File: src/rtl/brf_pkg.sv
// ----------------------------------------------------------------------------
// brf_pkg
// Shared constants, register map, status codes and control types of the
// bracketing root finder.
// ----------------------------------------------------------------------------
package brf_pkg;

  localparam int VW = 32;             // point and sample width, Q16.16
  localparam int TW = VW - 1;         // tolerance and half width
  localparam int IW = 16;             // iteration count width
  localparam int PW = 2 * VW;         // product and dividend width
  localparam int CW = $clog2(PW);     // divider step counter
  localparam int AW = 5;              // config address width
  localparam int DW = 32;             // config data width

  // register indexes
  localparam logic [2:0] REG_LOWER = 3'd0;
  localparam logic [2:0] REG_UPPER = 3'd1;
  localparam logic [2:0] REG_TOL   = 3'd2;
  localparam logic [2:0] REG_LIMIT = 3'd3;
  localparam logic [2:0] REG_MODE  = 3'd4;

  // result status codes
  localparam logic [2:0] ST_PROBE         = 3'd0;
  localparam logic [2:0] ST_ZERO          = 3'd1;
  localparam logic [2:0] ST_CONV          = 3'd2;
  localparam logic [2:0] ST_LIMIT         = 3'd3;
  localparam logic [2:0] ST_NOSIGN_ENDS   = 3'd4;
  localparam logic [2:0] ST_NOSIGN_HALVES = 3'd5;

  typedef enum logic [1:0] {
    PH_IDLE  = 2'd0,
    PH_UPPER = 2'd1,
    PH_PROBE = 2'd2
  } phase_t;

  typedef enum logic [7:0] {
    S_IDLE   = 8'b0000_0001,
    S_EVAL   = 8'b0000_0010,
    S_ADV    = 8'b0000_0100,
    S_MUL    = 8'b0000_1000,
    S_DSTART = 8'b0001_0000,
    S_DWAIT  = 8'b0010_0000,
    S_FIN    = 8'b0100_0000,
    S_EMIT   = 8'b1000_0000
  } state_t;

  typedef struct packed {
    logic signed [VW-1:0] lower;
    logic signed [VW-1:0] upper;
    logic [TW-1:0]        tol;
    logic [IW-1:0]        limit;
    logic                 mode;
  } brf_cfg_t;

  typedef struct packed {
    logic load;
    logic eval;
    logic adv;
    logic mul;
    logic div_start;
    logic fin;
  } brf_cmd_t;

  typedef struct packed {
    logic emit_now;
    logic go_adv;
    logic need_div;
    logic div_done;
  } brf_sts_t;

endpackage

File: src/rtl/bracketing_root_finder.sv
// ----------------------------------------------------------------------------
// bracketing_root_finder
// Bracketing root search in Q16.16 driven by an outside function evaluator.
// ----------------------------------------------------------------------------
// Send f at the smaller of the two ends with first_sample set; each result is
// the next point to evaluate, or the answer when done_res is set. A result
// that needs no narrowing step (start, exact zero, no sign change) is emitted
// straight after evaluation, a bisection step passes through the advance
// state as well, and a false position step that divides also runs the 64-bit
// serial divider, one quotient bit per clock. A new sample is taken once the
// previous result is in the output register. The user must write
// configuration through the APB-style port only while no search step is in
// flight; the block itself does not enforce it. Tolerance, iteration limit
// and method are used live.
module bracketing_root_finder import brf_pkg::*; (
  input  logic                 clk,
  input  logic                 rst_n,
  input  logic                 psel,
  input  logic                 penable,
  input  logic                 pwrite,
  input  logic [AW-1:0]        paddr,
  input  logic [DW-1:0]        pwdata,
  output logic [DW-1:0]        prdata,
  output logic                 pready,
  input  logic                 in_valid,
  output logic                 in_stall,
  input  logic signed [VW-1:0] in_sample_value,
  input  logic                 in_first_sample,
  output logic                 out_valid,
  input  logic                 out_stall,
  output logic signed [VW-1:0] out_probe_point,
  output logic                 out_done_res,
  output logic [2:0]           out_status,
  output logic [IW-1:0]        out_iterations_used,
  output logic [TW-1:0]        out_half_width
);

  brf_cfg_t             cfg_r, cfg_nxt;
  brf_cmd_t             cmd;
  brf_sts_t             sts;
  logic                 cfg_wr, out_free, load_out;
  logic [2:0]           reg_idx;
  logic                 out_valid_r, out_valid_nxt;
  logic signed [VW-1:0] res_probe, probe_r;
  logic                 res_done, done_r;
  logic [2:0]           res_status, status_r;
  logic [IW-1:0]        res_iter, iter_r;
  logic [TW-1:0]        res_half, half_r;

  assign pready  = 1'b1;
  assign cfg_wr  = psel && penable && pwrite;
  assign reg_idx = paddr[AW-1:2];

  always_comb begin
    cfg_nxt = cfg_r;
    if (cfg_wr) begin
      unique case (reg_idx)
        REG_LOWER: cfg_nxt.lower = pwdata;
        REG_UPPER: cfg_nxt.upper = pwdata;
        REG_TOL:   cfg_nxt.tol   = pwdata[TW-1:0];
        REG_LIMIT: cfg_nxt.limit = pwdata[IW-1:0];
        REG_MODE:  cfg_nxt.mode  = pwdata[0];
        default: begin
          // unmapped address
        end
      endcase
    end
  end

  always_comb begin
    unique case (reg_idx)
      REG_LOWER: prdata = cfg_r.lower;
      REG_UPPER: prdata = cfg_r.upper;
      REG_TOL:   prdata = DW'(cfg_r.tol);
      REG_LIMIT: prdata = DW'(cfg_r.limit);
      REG_MODE:  prdata = DW'(cfg_r.mode);
      default:   prdata = '0;
    endcase
  end

  always_ff @(posedge clk) begin
    if (!rst_n) begin
      cfg_r.lower <= '0;
      cfg_r.upper <= VW'(65536);
      cfg_r.tol   <= TW'(1);
      cfg_r.limit <= IW'(100);
      cfg_r.mode  <= 1'b0;
    end else begin
      cfg_r <= cfg_nxt;
    end
  end

  brf_ctrl u_ctrl (
    .clk      (clk),
    .rst_n    (rst_n),
    .in_valid (in_valid),
    .in_stall (in_stall),
    .out_free (out_free),
    .load_out (load_out),
    .cmd      (cmd),
    .sts      (sts)
  );

  brf_dp u_dp (
    .clk        (clk),
    .rst_n      (rst_n),
    .cmd        (cmd),
    .sts        (sts),
    .cfg        (cfg_r),
    .in_sample  (in_sample_value),
    .in_first   (in_first_sample),
    .res_probe  (res_probe),
    .res_done   (res_done),
    .res_status (res_status),
    .res_iter   (res_iter),
    .res_half   (res_half)
  );

  // output register, free when empty or drained this cycle
  assign out_free = !out_valid_r || !out_stall;

  always_comb begin
    out_valid_nxt = out_valid_r;
    if (load_out) begin
      out_valid_nxt = 1'b1;
    end else if (out_valid_r && !out_stall) begin
      out_valid_nxt = 1'b0;
    end
  end

  always_ff @(posedge clk) begin
    if (!rst_n) begin
      out_valid_r <= 1'b0;
    end else begin
      out_valid_r <= out_valid_nxt;
    end
  end

  always_ff @(posedge clk) begin
    if (load_out) begin
      probe_r  <= res_probe;
      done_r   <= res_done;
      status_r <= res_status;
      iter_r   <= res_iter;
      half_r   <= res_half;
    end
  end

  assign out_valid           = out_valid_r;
  assign out_probe_point     = probe_r;
  assign out_done_res        = done_r;
  assign out_status          = status_r;
  assign out_iterations_used = iter_r;
  assign out_half_width      = half_r;

`ifndef NO_ASSERTIONS
  // one sample at a time: a transfer makes the block busy
  a_busy_after_take: assert property (@(posedge clk) disable iff (!rst_n)
    in_valid && !in_stall |=> in_stall)
    else $error("input taken while a sample is being processed");

  // final results carry a nonzero status, probes carry none
  a_done_status: assert property (@(posedge clk) disable iff (!rst_n)
    out_valid |-> (out_done_res == (out_status != ST_PROBE)))
    else $error("done flag and status disagree");

  a_status_range: assert property (@(posedge clk) disable iff (!rst_n)
    out_valid |-> (out_status <= ST_NOSIGN_HALVES))
    else $error("status code out of range");

  // a result is only loaded when the output register has room
  a_load_room: assert property (@(posedge clk) disable iff (!rst_n)
    load_out |-> (!out_valid || !out_stall))
    else $error("result loaded over a pending result");
`endif

endmodule

File: src/rtl/brf_div.sv
// ----------------------------------------------------------------------------
// brf_div
// Restoring unsigned divider, one quotient bit per clock.
// ----------------------------------------------------------------------------
module brf_div import brf_pkg::*; (
  input  logic          clk,
  input  logic          rst_n,
  input  logic          start,
  input  logic [PW-1:0] dividend,
  input  logic [VW:0]   divisor,
  output logic [PW-1:0] quotient,
  output logic          done
);

  logic [PW-1:0] quo_r, quo_nxt;
  logic [VW:0]   rem_r, rem_nxt;
  logic [CW-1:0] cnt_r, cnt_nxt;
  logic          busy_r, busy_nxt;
  logic          done_r, done_nxt;
  logic [VW+1:0] shifted;
  logic [VW+2:0] diff;

  always_comb begin
    quo_nxt  = quo_r;
    rem_nxt  = rem_r;
    cnt_nxt  = cnt_r;
    busy_nxt = busy_r;
    done_nxt = 1'b0;
    shifted  = {rem_r, quo_r[PW-1]};
    diff     = {1'b0, shifted} - {2'b00, divisor};
    if (start) begin
      quo_nxt  = dividend;
      rem_nxt  = '0;
      cnt_nxt  = '0;
      busy_nxt = 1'b1;
    end else if (busy_r) begin
      // borrow clear means the shifted remainder covers the divisor
      if (!diff[VW+2]) begin
        rem_nxt = diff[VW:0];
      end else begin
        rem_nxt = shifted[VW:0];
      end
      quo_nxt = {quo_r[PW-2:0], ~diff[VW+2]};
      cnt_nxt = cnt_r + CW'(1);
      if (cnt_r == CW'(PW - 1)) begin
        busy_nxt = 1'b0;
        done_nxt = 1'b1;
      end
    end
  end

  always_ff @(posedge clk) begin
    if (!rst_n) begin
      busy_r <= 1'b0;
      done_r <= 1'b0;
      cnt_r  <= '0;
    end else begin
      busy_r <= busy_nxt;
      done_r <= done_nxt;
      cnt_r  <= cnt_nxt;
    end
  end

  always_ff @(posedge clk) begin
    quo_r <= quo_nxt;
    rem_r <= rem_nxt;
  end

  assign quotient = quo_r;
  assign done     = done_r;

endmodule

File: src/rtl/brf_dp.sv
// ----------------------------------------------------------------------------
// brf_dp
// Bracket registers, sample evaluation, midpoint and false position
// estimate with a registered multiplier and a serial divider.
// ----------------------------------------------------------------------------
module brf_dp import brf_pkg::*; (
  input  logic                 clk,
  input  logic                 rst_n,
  input  brf_cmd_t             cmd,
  output brf_sts_t             sts,
  input  brf_cfg_t             cfg,
  input  logic signed [VW-1:0] in_sample,
  input  logic                 in_first,
  output logic signed [VW-1:0] res_probe,
  output logic                 res_done,
  output logic [2:0]           res_status,
  output logic [IW-1:0]        res_iter,
  output logic [TW-1:0]        res_half
);

  logic signed [VW-1:0] lo_r, lo_nxt, hi_r, hi_nxt;
  logic signed [VW-1:0] fl_r, fl_nxt, fh_r, fh_nxt;
  logic signed [VW-1:0] lp_r, lp_nxt;
  logic [IW-1:0]        step_r, step_nxt;
  phase_t               phase_r, phase_nxt;
  logic signed [VW-1:0] smp_r;
  logic                 first_r;
  logic [VW-1:0]        w_r, w_nxt, nb_r, nb_nxt;
  logic [VW:0]          nd_r, nd_nxt;
  logic [2:0]           kind_r, kind_nxt;
  logic [PW-1:0]        prod_r, prod_nxt;
  logic signed [VW-1:0] rprobe_r, rprobe_nxt;
  logic                 rdone_r, rdone_nxt;
  logic [2:0]           rstat_r, rstat_nxt;

  logic signed [VW-1:0] lo_ord, hi_ord, mid, est_dir, est_div, est;
  logic [VW-1:0]        w_now, fh_u, qc;
  logic signed [VW:0]   d_now;
  logic [VW:0]          d_u;
  logic                 d_zero, opp, need_div_now, apply;
  logic [2:0]           kind_now, kind;
  logic [PW-1:0]        quotient;
  logic                 div_done;

  // sign product of the two values is positive
  function automatic logic same_sign(input logic signed [VW-1:0] a,
                                     input logic signed [VW-1:0] b);
    return (a != '0) && (b != '0) && (a[VW-1] == b[VW-1]);
  endfunction

  brf_div u_div (
    .clk      (clk),
    .rst_n    (rst_n),
    .start    (cmd.div_start),
    .dividend (prod_r),
    .divisor  (nd_r),
    .quotient (quotient),
    .done     (div_done)
  );

  always_comb begin
    lo_ord = (cfg.lower < cfg.upper) ? cfg.lower : cfg.upper;
    hi_ord = (cfg.lower < cfg.upper) ? cfg.upper : cfg.lower;

    w_now  = hi_r - lo_r;
    mid    = lo_r + signed'({1'b0, w_now[VW-1:1]});
    d_now  = {fh_r[VW-1], fh_r} - {fl_r[VW-1], fl_r};
    d_u    = d_now;
    fh_u   = fh_r;
    d_zero = (d_now == '0);
    opp    = (fh_r != '0) && !d_zero && (fh_r[VW-1] != d_now[VW]);
    need_div_now = cfg.mode && !d_zero && !opp;
    est_dir = (!cfg.mode || d_zero) ? mid : hi_r;

    if ({1'b0, w_now} <= {2'b00, cfg.tol}) begin
      kind_now = ST_CONV;
    end else if (step_r >= cfg.limit) begin
      kind_now = ST_LIMIT;
    end else begin
      kind_now = ST_PROBE;
    end

    // clamp the interpolation step to the bracket width
    if (quotient > PW'(w_r)) begin
      qc = w_r;
    end else begin
      qc = quotient[VW-1:0];
    end
    est_div = hi_r - signed'(qc);

    apply = (cmd.adv && !need_div_now) || cmd.fin;
    est   = cmd.fin ? est_div : est_dir;
    kind  = cmd.fin ? kind_r : kind_now;
  end

  always_comb begin
    lo_nxt     = lo_r;
    hi_nxt     = hi_r;
    fl_nxt     = fl_r;
    fh_nxt     = fh_r;
    lp_nxt     = lp_r;
    step_nxt   = step_r;
    phase_nxt  = phase_r;
    w_nxt      = w_r;
    nb_nxt     = nb_r;
    nd_nxt     = nd_r;
    kind_nxt   = kind_r;
    prod_nxt   = prod_r;
    rprobe_nxt = rprobe_r;
    rdone_nxt  = rdone_r;
    rstat_nxt  = rstat_r;
    sts        = '0;
    sts.div_done = div_done;

    if (cmd.eval) begin
      if (first_r) begin
        lo_nxt     = lo_ord;
        hi_nxt     = hi_ord;
        fl_nxt     = smp_r;
        fh_nxt     = '0;
        step_nxt   = '0;
        lp_nxt     = hi_ord;
        phase_nxt  = PH_UPPER;
        rprobe_nxt = hi_ord;
        rdone_nxt  = 1'b0;
        rstat_nxt  = ST_PROBE;
        sts.emit_now = 1'b1;
      end else begin
        case (phase_r)
          PH_UPPER: begin
            fh_nxt = smp_r;
            if (same_sign(fl_r, smp_r)) begin
              phase_nxt  = PH_IDLE;
              rprobe_nxt = '0;
              rdone_nxt  = 1'b1;
              rstat_nxt  = ST_NOSIGN_ENDS;
              sts.emit_now = 1'b1;
            end else begin
              sts.go_adv = 1'b1;
            end
          end
          PH_PROBE: begin
            step_nxt = step_r + IW'(1);
            if (smp_r == '0) begin
              phase_nxt  = PH_IDLE;
              rprobe_nxt = lp_r;
              rdone_nxt  = 1'b1;
              rstat_nxt  = ST_ZERO;
              sts.emit_now = 1'b1;
            end else if (!same_sign(fl_r, smp_r)) begin
              hi_nxt = lp_r;
              fh_nxt = smp_r;
              sts.go_adv = 1'b1;
            end else if (!same_sign(fh_r, smp_r)) begin
              lo_nxt = lp_r;
              fl_nxt = smp_r;
              sts.go_adv = 1'b1;
            end else begin
              phase_nxt  = PH_IDLE;
              rprobe_nxt = '0;
              rdone_nxt  = 1'b1;
              rstat_nxt  = ST_NOSIGN_HALVES;
              sts.emit_now = 1'b1;
            end
          end
          default: begin
            // idle: a sample without a start is dropped
          end
        endcase
      end
    end

    if (cmd.adv) begin
      sts.need_div = need_div_now;
      w_nxt    = w_now;
      nb_nxt   = fh_u[VW-1] ? (~fh_u + VW'(1)) : fh_u;
      nd_nxt   = d_u[VW] ? (~d_u + (VW+1)'(1)) : d_u;
      kind_nxt = kind_now;
    end

    if (cmd.mul) begin
      prod_nxt = PW'(nb_r) * PW'(w_r);
    end

    if (apply) begin
      rprobe_nxt = est;
      rdone_nxt  = (kind != ST_PROBE);
      rstat_nxt  = kind;
      if (kind == ST_PROBE) begin
        lp_nxt    = est;
        phase_nxt = PH_PROBE;
      end else begin
        phase_nxt = PH_IDLE;
      end
    end
  end

  always_ff @(posedge clk) begin
    if (!rst_n) begin
      lo_r    <= '0;
      hi_r    <= '0;
      fl_r    <= '0;
      fh_r    <= '0;
      lp_r    <= '0;
      step_r  <= '0;
      phase_r <= PH_IDLE;
    end else begin
      lo_r    <= lo_nxt;
      hi_r    <= hi_nxt;
      fl_r    <= fl_nxt;
      fh_r    <= fh_nxt;
      lp_r    <= lp_nxt;
      step_r  <= step_nxt;
      phase_r <= phase_nxt;
    end
  end

  always_ff @(posedge clk) begin
    if (cmd.load) begin
      smp_r   <= in_sample;
      first_r <= in_first;
    end
    w_r      <= w_nxt;
    nb_r     <= nb_nxt;
    nd_r     <= nd_nxt;
    kind_r   <= kind_nxt;
    prod_r   <= prod_nxt;
    rprobe_r <= rprobe_nxt;
    rdone_r  <= rdone_nxt;
    rstat_r  <= rstat_nxt;
  end

  assign res_probe  = rprobe_r;
  assign res_done   = rdone_r;
  assign res_status = rstat_r;
  assign res_iter   = step_r;
  assign res_half   = w_now[VW-1:1];

endmodule

File: src/rtl/brf_ctrl.sv
// ----------------------------------------------------------------------------
// brf_ctrl
// Sequencer of the root finder: takes a sample, steps the datapath through
// evaluation, estimate and division, and hands any result to the output.
// ----------------------------------------------------------------------------
module brf_ctrl import brf_pkg::*; (
  input  logic     clk,
  input  logic     rst_n,
  input  logic     in_valid,
  output logic     in_stall,
  input  logic     out_free,
  output logic     load_out,
  output brf_cmd_t cmd,
  input  brf_sts_t sts
);

  state_t state_r, state_nxt;

  always_comb begin
    state_nxt = state_r;
    cmd       = '0;
    load_out  = 1'b0;
    in_stall  = (state_r != S_IDLE);
    unique case (state_r)
      S_IDLE: begin
        if (in_valid) begin
          cmd.load  = 1'b1;
          state_nxt = S_EVAL;
        end
      end
      S_EVAL: begin
        cmd.eval = 1'b1;
        if (sts.emit_now) begin
          state_nxt = S_EMIT;
        end else if (sts.go_adv) begin
          state_nxt = S_ADV;
        end else begin
          state_nxt = S_IDLE;
        end
      end
      S_ADV: begin
        cmd.adv   = 1'b1;
        state_nxt = sts.need_div ? S_MUL : S_EMIT;
      end
      S_MUL: begin
        cmd.mul   = 1'b1;
        state_nxt = S_DSTART;
      end
      S_DSTART: begin
        cmd.div_start = 1'b1;
        state_nxt     = S_DWAIT;
      end
      S_DWAIT: begin
        if (sts.div_done) begin
          state_nxt = S_FIN;
        end
      end
      S_FIN: begin
        cmd.fin   = 1'b1;
        state_nxt = S_EMIT;
      end
      S_EMIT: begin
        // wait for room in the output register
        if (out_free) begin
          load_out  = 1'b1;
          state_nxt = S_IDLE;
        end
      end
      default: begin
        state_nxt = S_IDLE;
      end
    endcase
  end

  always_ff @(posedge clk) begin
    if (!rst_n) begin
      state_r <= S_IDLE;
    end else begin
      state_r <= state_nxt;
    end
  end

endmodule
File: config.mk
export PLATFORM = sky130hd
export DESIGN_NAME = bracketing_root_finder
export DESIGN_NICKNAME = d
export VERILOG_FILES = /design/src/rtl/brf_pkg.sv /design/src/rtl/bracketing_root_finder.sv /design/src/rtl/brf_div.sv /design/src/rtl/brf_dp.sv /design/src/rtl/brf_ctrl.sv
export SDC_FILE = /design/constraint.sdc
export NUM_CORES = 2
export LEC_CHECK = 0
export BUFFER_PORTS_ARGS = -buffer_cell sky130_fd_sc_hd__buf_4
export CAP_MARGIN = 5
export CORE_AREA = 2 2 389 391
export CTS_CLUSTER_SIZE = 14
export DETAILED_ROUTE_END_ITERATION = 7
export DIE_AREA = 0 0 391 393
export HOLD_SLACK_MARGIN = 0.02
export PLACE_DENSITY = 0.78
export SLEW_MARGIN = 15
export SYNTH_ARGS = -nofsm -noshare
export SYNTH_HDL_FRONTEND = slang
export SYNTH_SLANG_ARGS = --single-unit
File: constraint.sdc
create_clock -name clk -period 7.2 [get_ports clk]
set_input_delay 0.72 -clock clk [delete_from_list [all_inputs] [get_ports clk]]
set_output_delay 0.72 -clock clk [all_outputs]
set_load 0.02 [all_outputs]
Yosys cells after proc, flatten, opt, wreduce, memory -nomap -nowiden
Index checks and enable logic that the tools add are counted.
{ "classes": {"addsub": 9, "mul": 1, "n_div": 0, "magnitude_cmp": 4, "eq_ne": 30, "shift": 0, "n_mux": 106, "bitwise_logic": 5, "n_reduce_logical": 49} }
{ "op_table": {"columns": ["operator", "n"], "rows": [
  ["$mux 32", 34],
  ["$pmux 32 s5", 1],
  ["$mux 64", 2],
  ["$pmux 32 s2", 2],
  ["$reduce_bool 32->1", 3],
  ["$gt 64x32->1", 1],
  ["$mul 32x32->64", 1],
  ["$pmux 8 s8", 1],
  ["$sub 32x32->32", 2],
  ["$mux 8", 5],
  ["$sub 34x33->35", 1],
  ["$add 33x1->33 const B", 1],
  ["$logic_not 33->1", 1],
  ["$mux 1", 33],
  ["$mux 33", 1],
  ["$not 33->33", 1],
  ["$sub 32x32->33", 1],
  ["$add 32x1->32 const B", 1],
  ["$add 32x32->32", 1],
  ["$le 32x31->1", 1],
  ["$logic_not 32->1", 1],
  ["$lt 32x32->1", 1],
  ["$mux 16", 2],
  ["$not 32->32", 1],
  ["other kinds (45)", 105]
]} }
{ "totals": {"ff_bits": 720, "latch_bits": 0, "mem_bits_rw": 0, "romBits": 0, "inputBits": 77, "output_inout_bits": 118, "word_cells": 240, "mem_count": 0} }

Longest topological paths before layout
{ "logic_depth": {"depth_word": 12, "depth_mapped": 30, "ltp_nobuf": 28} }

By module
From an unflattened synthesis, not the netlist that was laid out.
{ "unflattened": {"cells_unflattened": 7911, "hier_area_um2": 74589.0} }
{ "by_module_without_submodules": {"columns": ["mod", "instances", "cells_each", "area_per_inst_um2", "seq_area_each_um2"], "rows": [
  ["brf_dp", 1, 6632, 60015.1, 10530.1],
  ["bracketing_root_finder", 1, 598, 7721.2, 4754.6],
  ["brf_div", 1, 626, 6359.8, 2742.6],
  ["brf_ctrl", 1, 55, 493.0, 160.2]
]} }

Worst setup path after synthesis
Ideal clock, no wire load.
{ "synth_timing": {"kind": "register -> register", "start": "register u_dp.w_r[8]", "end": "register u_dp.prod_r[58] (data pin)", "setup_ps": 265, "t_arrival_ps": 7224, "t_required_ps": 6935, "path_slack_ps": -289, "path_stages_with_launch": 29, "path_buffers": 2, "period_less_slack_ps": 7489, "path_cell_list": "edfxtp_1 > clkbuf_1 > and2_1 > fa_1 > fa_1 > inv_1 > fa_1 > fa_1 > inv_1 > fa_1 > fa_1 > fa_1 > inv_1 > fa_1 > inv_1 > ha_1 > clkbuf_1 > a21oi_1 > o21ai_0 > a21oi_1 > o221ai_1 > a31oi_1 > nor2_1 > a221oi_1 > o21bai_1 > a21boi_0 > and2_1 > o21ai_0 > xor2_1"} }
{ "synth_between": {"elab_chain_cells": 1} }
{ "synth_lines": {"columns": ["element", "line_no", "source"], "rows": [
  ["start, declared", "brf_dp.sv:28", "logic [VW-1:0] w_r, w_nxt, nb_r, nb_nxt;"],
  ["start signal, assigned", "brf_dp.sv:223", "w_r <= w_nxt;"],
  ["$mul 32x32->64", "brf_dp.sv:182", "prod_nxt = PW'(nb_r) * PW'(w_r);"],
  ["end signal, assigned", "brf_dp.sv:227", "prod_r <= prod_nxt;"],
  ["end, declared", "brf_dp.sv:31", "logic [PW-1:0] prod_r, prod_nxt;"]
]} }
Every way passes these cells.
A chain may end at the register's enable or synchronous reset.

Worst setup path after layout
{ "layout_timing": {"start": "register u_dp.w_r[10]", "end": "register u_dp.prod_r[63] (data pin)"} }
The elaborated chain is that of the path after synthesis.

==> flow_summary.json <==
{
  "yosys.area.top_type_share": 0.243,
  "syn-num-nets": 9704,
  "min_path_type": "input port to flip-flop",
  "critPathMaxFanout": 6,
  "clockBufferDepth": 3,
  "powerDensity_nw_per_um2": 178,
  "avgSynthCellArea_um2": 9.05,
  "drive_above_1_share": 0.116,
  "drv_slew": 0,
  "grt_pass1_vias": 61100,
  "via_per_inst": 5.72,
  "final.setup.worst_slack_ns": -0.712,
  "wirelength_um": 214000,
  "finalCriticalPeriod_ns": 7.91,
  "cts_tree": "built",
  "num_rows": 142,
  "outcome": "complete, but fails checks",
  "clock_sinks": 719,
  "ys_types": 94,
  "portBuffers": 191,
  "rr_endpoint": "u_dp.prod_r[63]",
  "yosysWarnings": 0,
  "seq_area_frac_synth": 0.245,
  "nets": 9997,
  "hold_depth": 1,
  "clock_skew_ns": 0.0474,
  "path_class": "flip-flop to flip-flop",
  "fin_hold_ws_ns": 0.200,
  "hold_violations": 0,
  "die_w_um": 391,
  "ys_top_cells_by_area": "fa_1 (24%), edfxtp_1 (15%), dfxtp_1 (9.2%)",
  "drc": 0,
  "vias": 60000,
  "worst_pin_slew_ns": 1.32,
  "synth_top_area_cell": "fa_1",
  "dp_slack_ns": -0.821,
  "syn_inst": 8188,
  "hold_end": "u_dp.smp_r[26]",
  "start_util": 0.497,
  "reg2regPathDepth": 27,
  "grt_pass1_wl_um": 335000,
  "regArea_um2": 18200,
  "multi_input_area_um2": 50800,
  "cts_root_buf": "clkbuf_16",
  "synth_seq_cells": 719,
  "grt_max_degree": 97,
  "htreeDepth": 3,
  "core_um2": 149000,
  "track_usage": 0.276,
  "postCtsHoldBufs": 0,
  "ys_async_sr_fraction": 0,
  "antenna_found_initial": 6,
  "r2r_slack_ns": -0.71,
  "fillers": 12500,
  "rsz0062_at_grt": "true",
  "endpoint_kind": "flip-flop",
  "yosysMostFrequentCell": "nand2_1",
  "clk_pin_slew_ns": 0.08,
  "worstHoldStart": "in_sample_value[26]",
  "setup_viol": 26,
  "critical_path.startpoint_type": "flip-flop",
  "io_pins": 195,
  "p_leak_nw": 38.3,
  "synth_edf_count": 379,
  "first_pass_iters": 7,
  "reg2reg_from": "u_dp.w_r[10]",
  "worstPathRequired_ns": 7.62,
  "dieArea_um2": 154000,
  "die_h_um": 393,
  "drtIter0Drc": 5663,
  "insertion_delay_ns": 0.70,
  "area_delta_synth_final_pct": 13.9,
  "peakVddDrop_mv": 0.306,
  "failed_checks": "setup timing",
  "drt-wirelength-per-cell_um": 20.4,
  "final.period_utilization": 1.10,
  "synthFlopType": "edfxtp_1",
  "dp.final_hpwl_um": 168000,
  "overflow": 0,
  "ant_nets": 0,
  "maxCapViolCount": 0,
  "ys_top_cells_by_count": "nand2_1 (1221), inv_1 (1135), fa_1 (901), and2_1 (612), ha_1 (538)",
  "cts_buffers": 80,
  "relSlewSlack": 0.119,
  "fmax_ghz": 0.126,
  "crit_arrival_ns": 8.33,
  "place.gp.congestion": 0.945,
  "synth_area_um2": 74100
}
==> per-stage QoR <==
| step | cells | setup TNS [ns] | total power, mW | instance area (um2) | utilization |
|---|---|---|---|---|---|
| final | 10500 | -8.26 | 15.0 | 84400 | 0.565 |
| after global routing | 10500 | -13.45 | 15.7 | 84400 | 0.565 |
| after CTS | 10500 | -7.10 | 14.9 | 83800 | 0.561 |
| after detailed placement | 10300 | -10.93 | 10.7 | 80700 | 0.541 |
| after global placement | 10300 | -9.35 | 10.5 | 80700 | 0.541 |
| after floorplan | 8188 | -0.150 | 8.93 | 74200 | - |
==> worst max path at each step <==
stage                            start         endpoint  slack (ns)  cells after the start
after floorplan            u_dp.w_r[2]  u_dp.prod_r[63]       -0.10                     26
after global placement    u_dp.w_r[17]  u_dp.prod_r[58]       -0.73                     29
after detailed placement   u_dp.w_r[2]  u_dp.prod_r[63]       -0.82                     28
after CTS                  u_dp.w_r[5]  u_dp.prod_r[62]       -0.61                     29
after global routing      u_dp.w_r[10]  u_dp.prod_r[63]       -0.86                     27
final                     u_dp.w_r[10]  u_dp.prod_r[63]       -0.71                     27
==> area by class of cell <==
cell class	instances	share of cell area
antenna	3	0.0000890
clock buffer	101	0.0254
clock inverter	47	0.00609
inverter	1136	0.0506
multi-input combinational	5888	0.602
sequential	719	0.216
tap	1944	0.0288
timing repair buffer	656	0.0719
==> timing repair <==
item                       4_1_cts  5_1_grt
pin swaps                       28       43
cloned                           0        5
setup endpoints to repair       29       67
buffers inserted                 5       18
gates resized for setup         68       83
==> logic make-up (layout without fill, tap and decap cells) <==
group / after synthesis / count (layout) / share of synthesized area
compound gates: 1407 / 1407 / 0.119
fa+ha+maj: 1439 / 1439 / 0.334
flops: 719 / 719 / 0.245
simple gates: 2628 / 2628 / 0.169
mux: 141 / 141 / 0.0191
buf+inv: 1581 / 1940 / 0.0810
other cells: 1 / 4 / 0.0000506
xor+xnor: 272 / 272 / 0.0321
==> sequential cells by signal, summed over array words and instances, names as in the netlist, 31 cells and up <==
signal and flops:
cfg_r 112, u_dp.prod_r 64, u_dp.nb_r 32, u_dp.smp_r 32
u_dp.lo_r 32, u_dp.hi_r 32, u_dp.u_div.rem_r 33, out_half_width 31
u_dp.u_div.quotient 64, u_dp.fh_r 32, u_dp.nd_r 33, u_dp.w_r 32
u_dp.fl_r 32, out_probe_point 32, u_dp.lp_r 32, u_dp.res_probe 32
==> placed cells by master (no fill, tap or decap), types with 32 or more instances in the layout <==
master / synthesis / layout
nand4_1: 60 / 60
a21o_1: 157 / 157
edfxtp_1: 379 / 379
and3_1: 32 / 32
o21ai_0: 285 / 269
nor2b_1: 41 / 40
buf_12: 0 / 82
ha_1: 538 / 519
nor3b_1: 42 / 40
dfxtp_1: 340 / 339
and2_1: 612 / 598
nor3_1: 41 / 39
inv_1: 1135 / 1128
nand2b_1: 36 / 35
nand3_1: 81 / 78
nor4_1: 41 / 40
a31oi_1: 38 / 32
a21oi_1: 536 / 509
buf_4: 2 / 562
clkbuf_16: 0 / 86
fa_1: 901 / 876
mux2i_1: 139 / 139
xor2_1: 94 / 94
a211oi_1: 50 / 46
xnor2_1: 178 / 174
nand2_1: 1221 / 1216
nor2_1: 355 / 348
o22ai_1: 38 / 37
==> critical path, stage by stage (launching register included) <==
cell       delay (ns)
edfxtp_1         0.47
buf_4            0.19
clkbuf_16        0.15
and2_1           0.16
fa_1             0.48
fa_1             0.54
inv_1            0.06
fa_2             0.57
fa_1             0.43
fa_1             0.58
inv_2            0.05
fa_1             0.45
fa_2             0.59
fa_1             0.46
ha_4             0.23
a21o_1           0.15
a21o_1           0.19
a21oi_2          0.15
o21ai_2          0.08
a21o_1           0.23
o21ai_4          0.18
o211ai_1         0.12
buf_4            0.17
a41o_1           0.26
o41ai_4          0.26
o21bai_1         0.13
a21oi_1          0.20
xnor2_1          0.08
==> layer usage <==
layer / track usage / wire (um) / vias to the layer above
li1: - / - / 27300
met1: 0.363 / 85300 / 29500
met2: 0.449 / 98700 / 2716
met3: 0.0522 / 19900 / 468
met4: 0.116 / 9760 / 2
met5: 0 / 13 / -
==> power by group <==
group | internal [mW] | leakage (nW) | switching [mW]
combinational | 2.20 | 30.8 | 3.66
sequential | 4.75 | 6.23 | 0.183
clock | 2.39 | 1.27 | 1.83
Power figures use the tool's default switching activity.
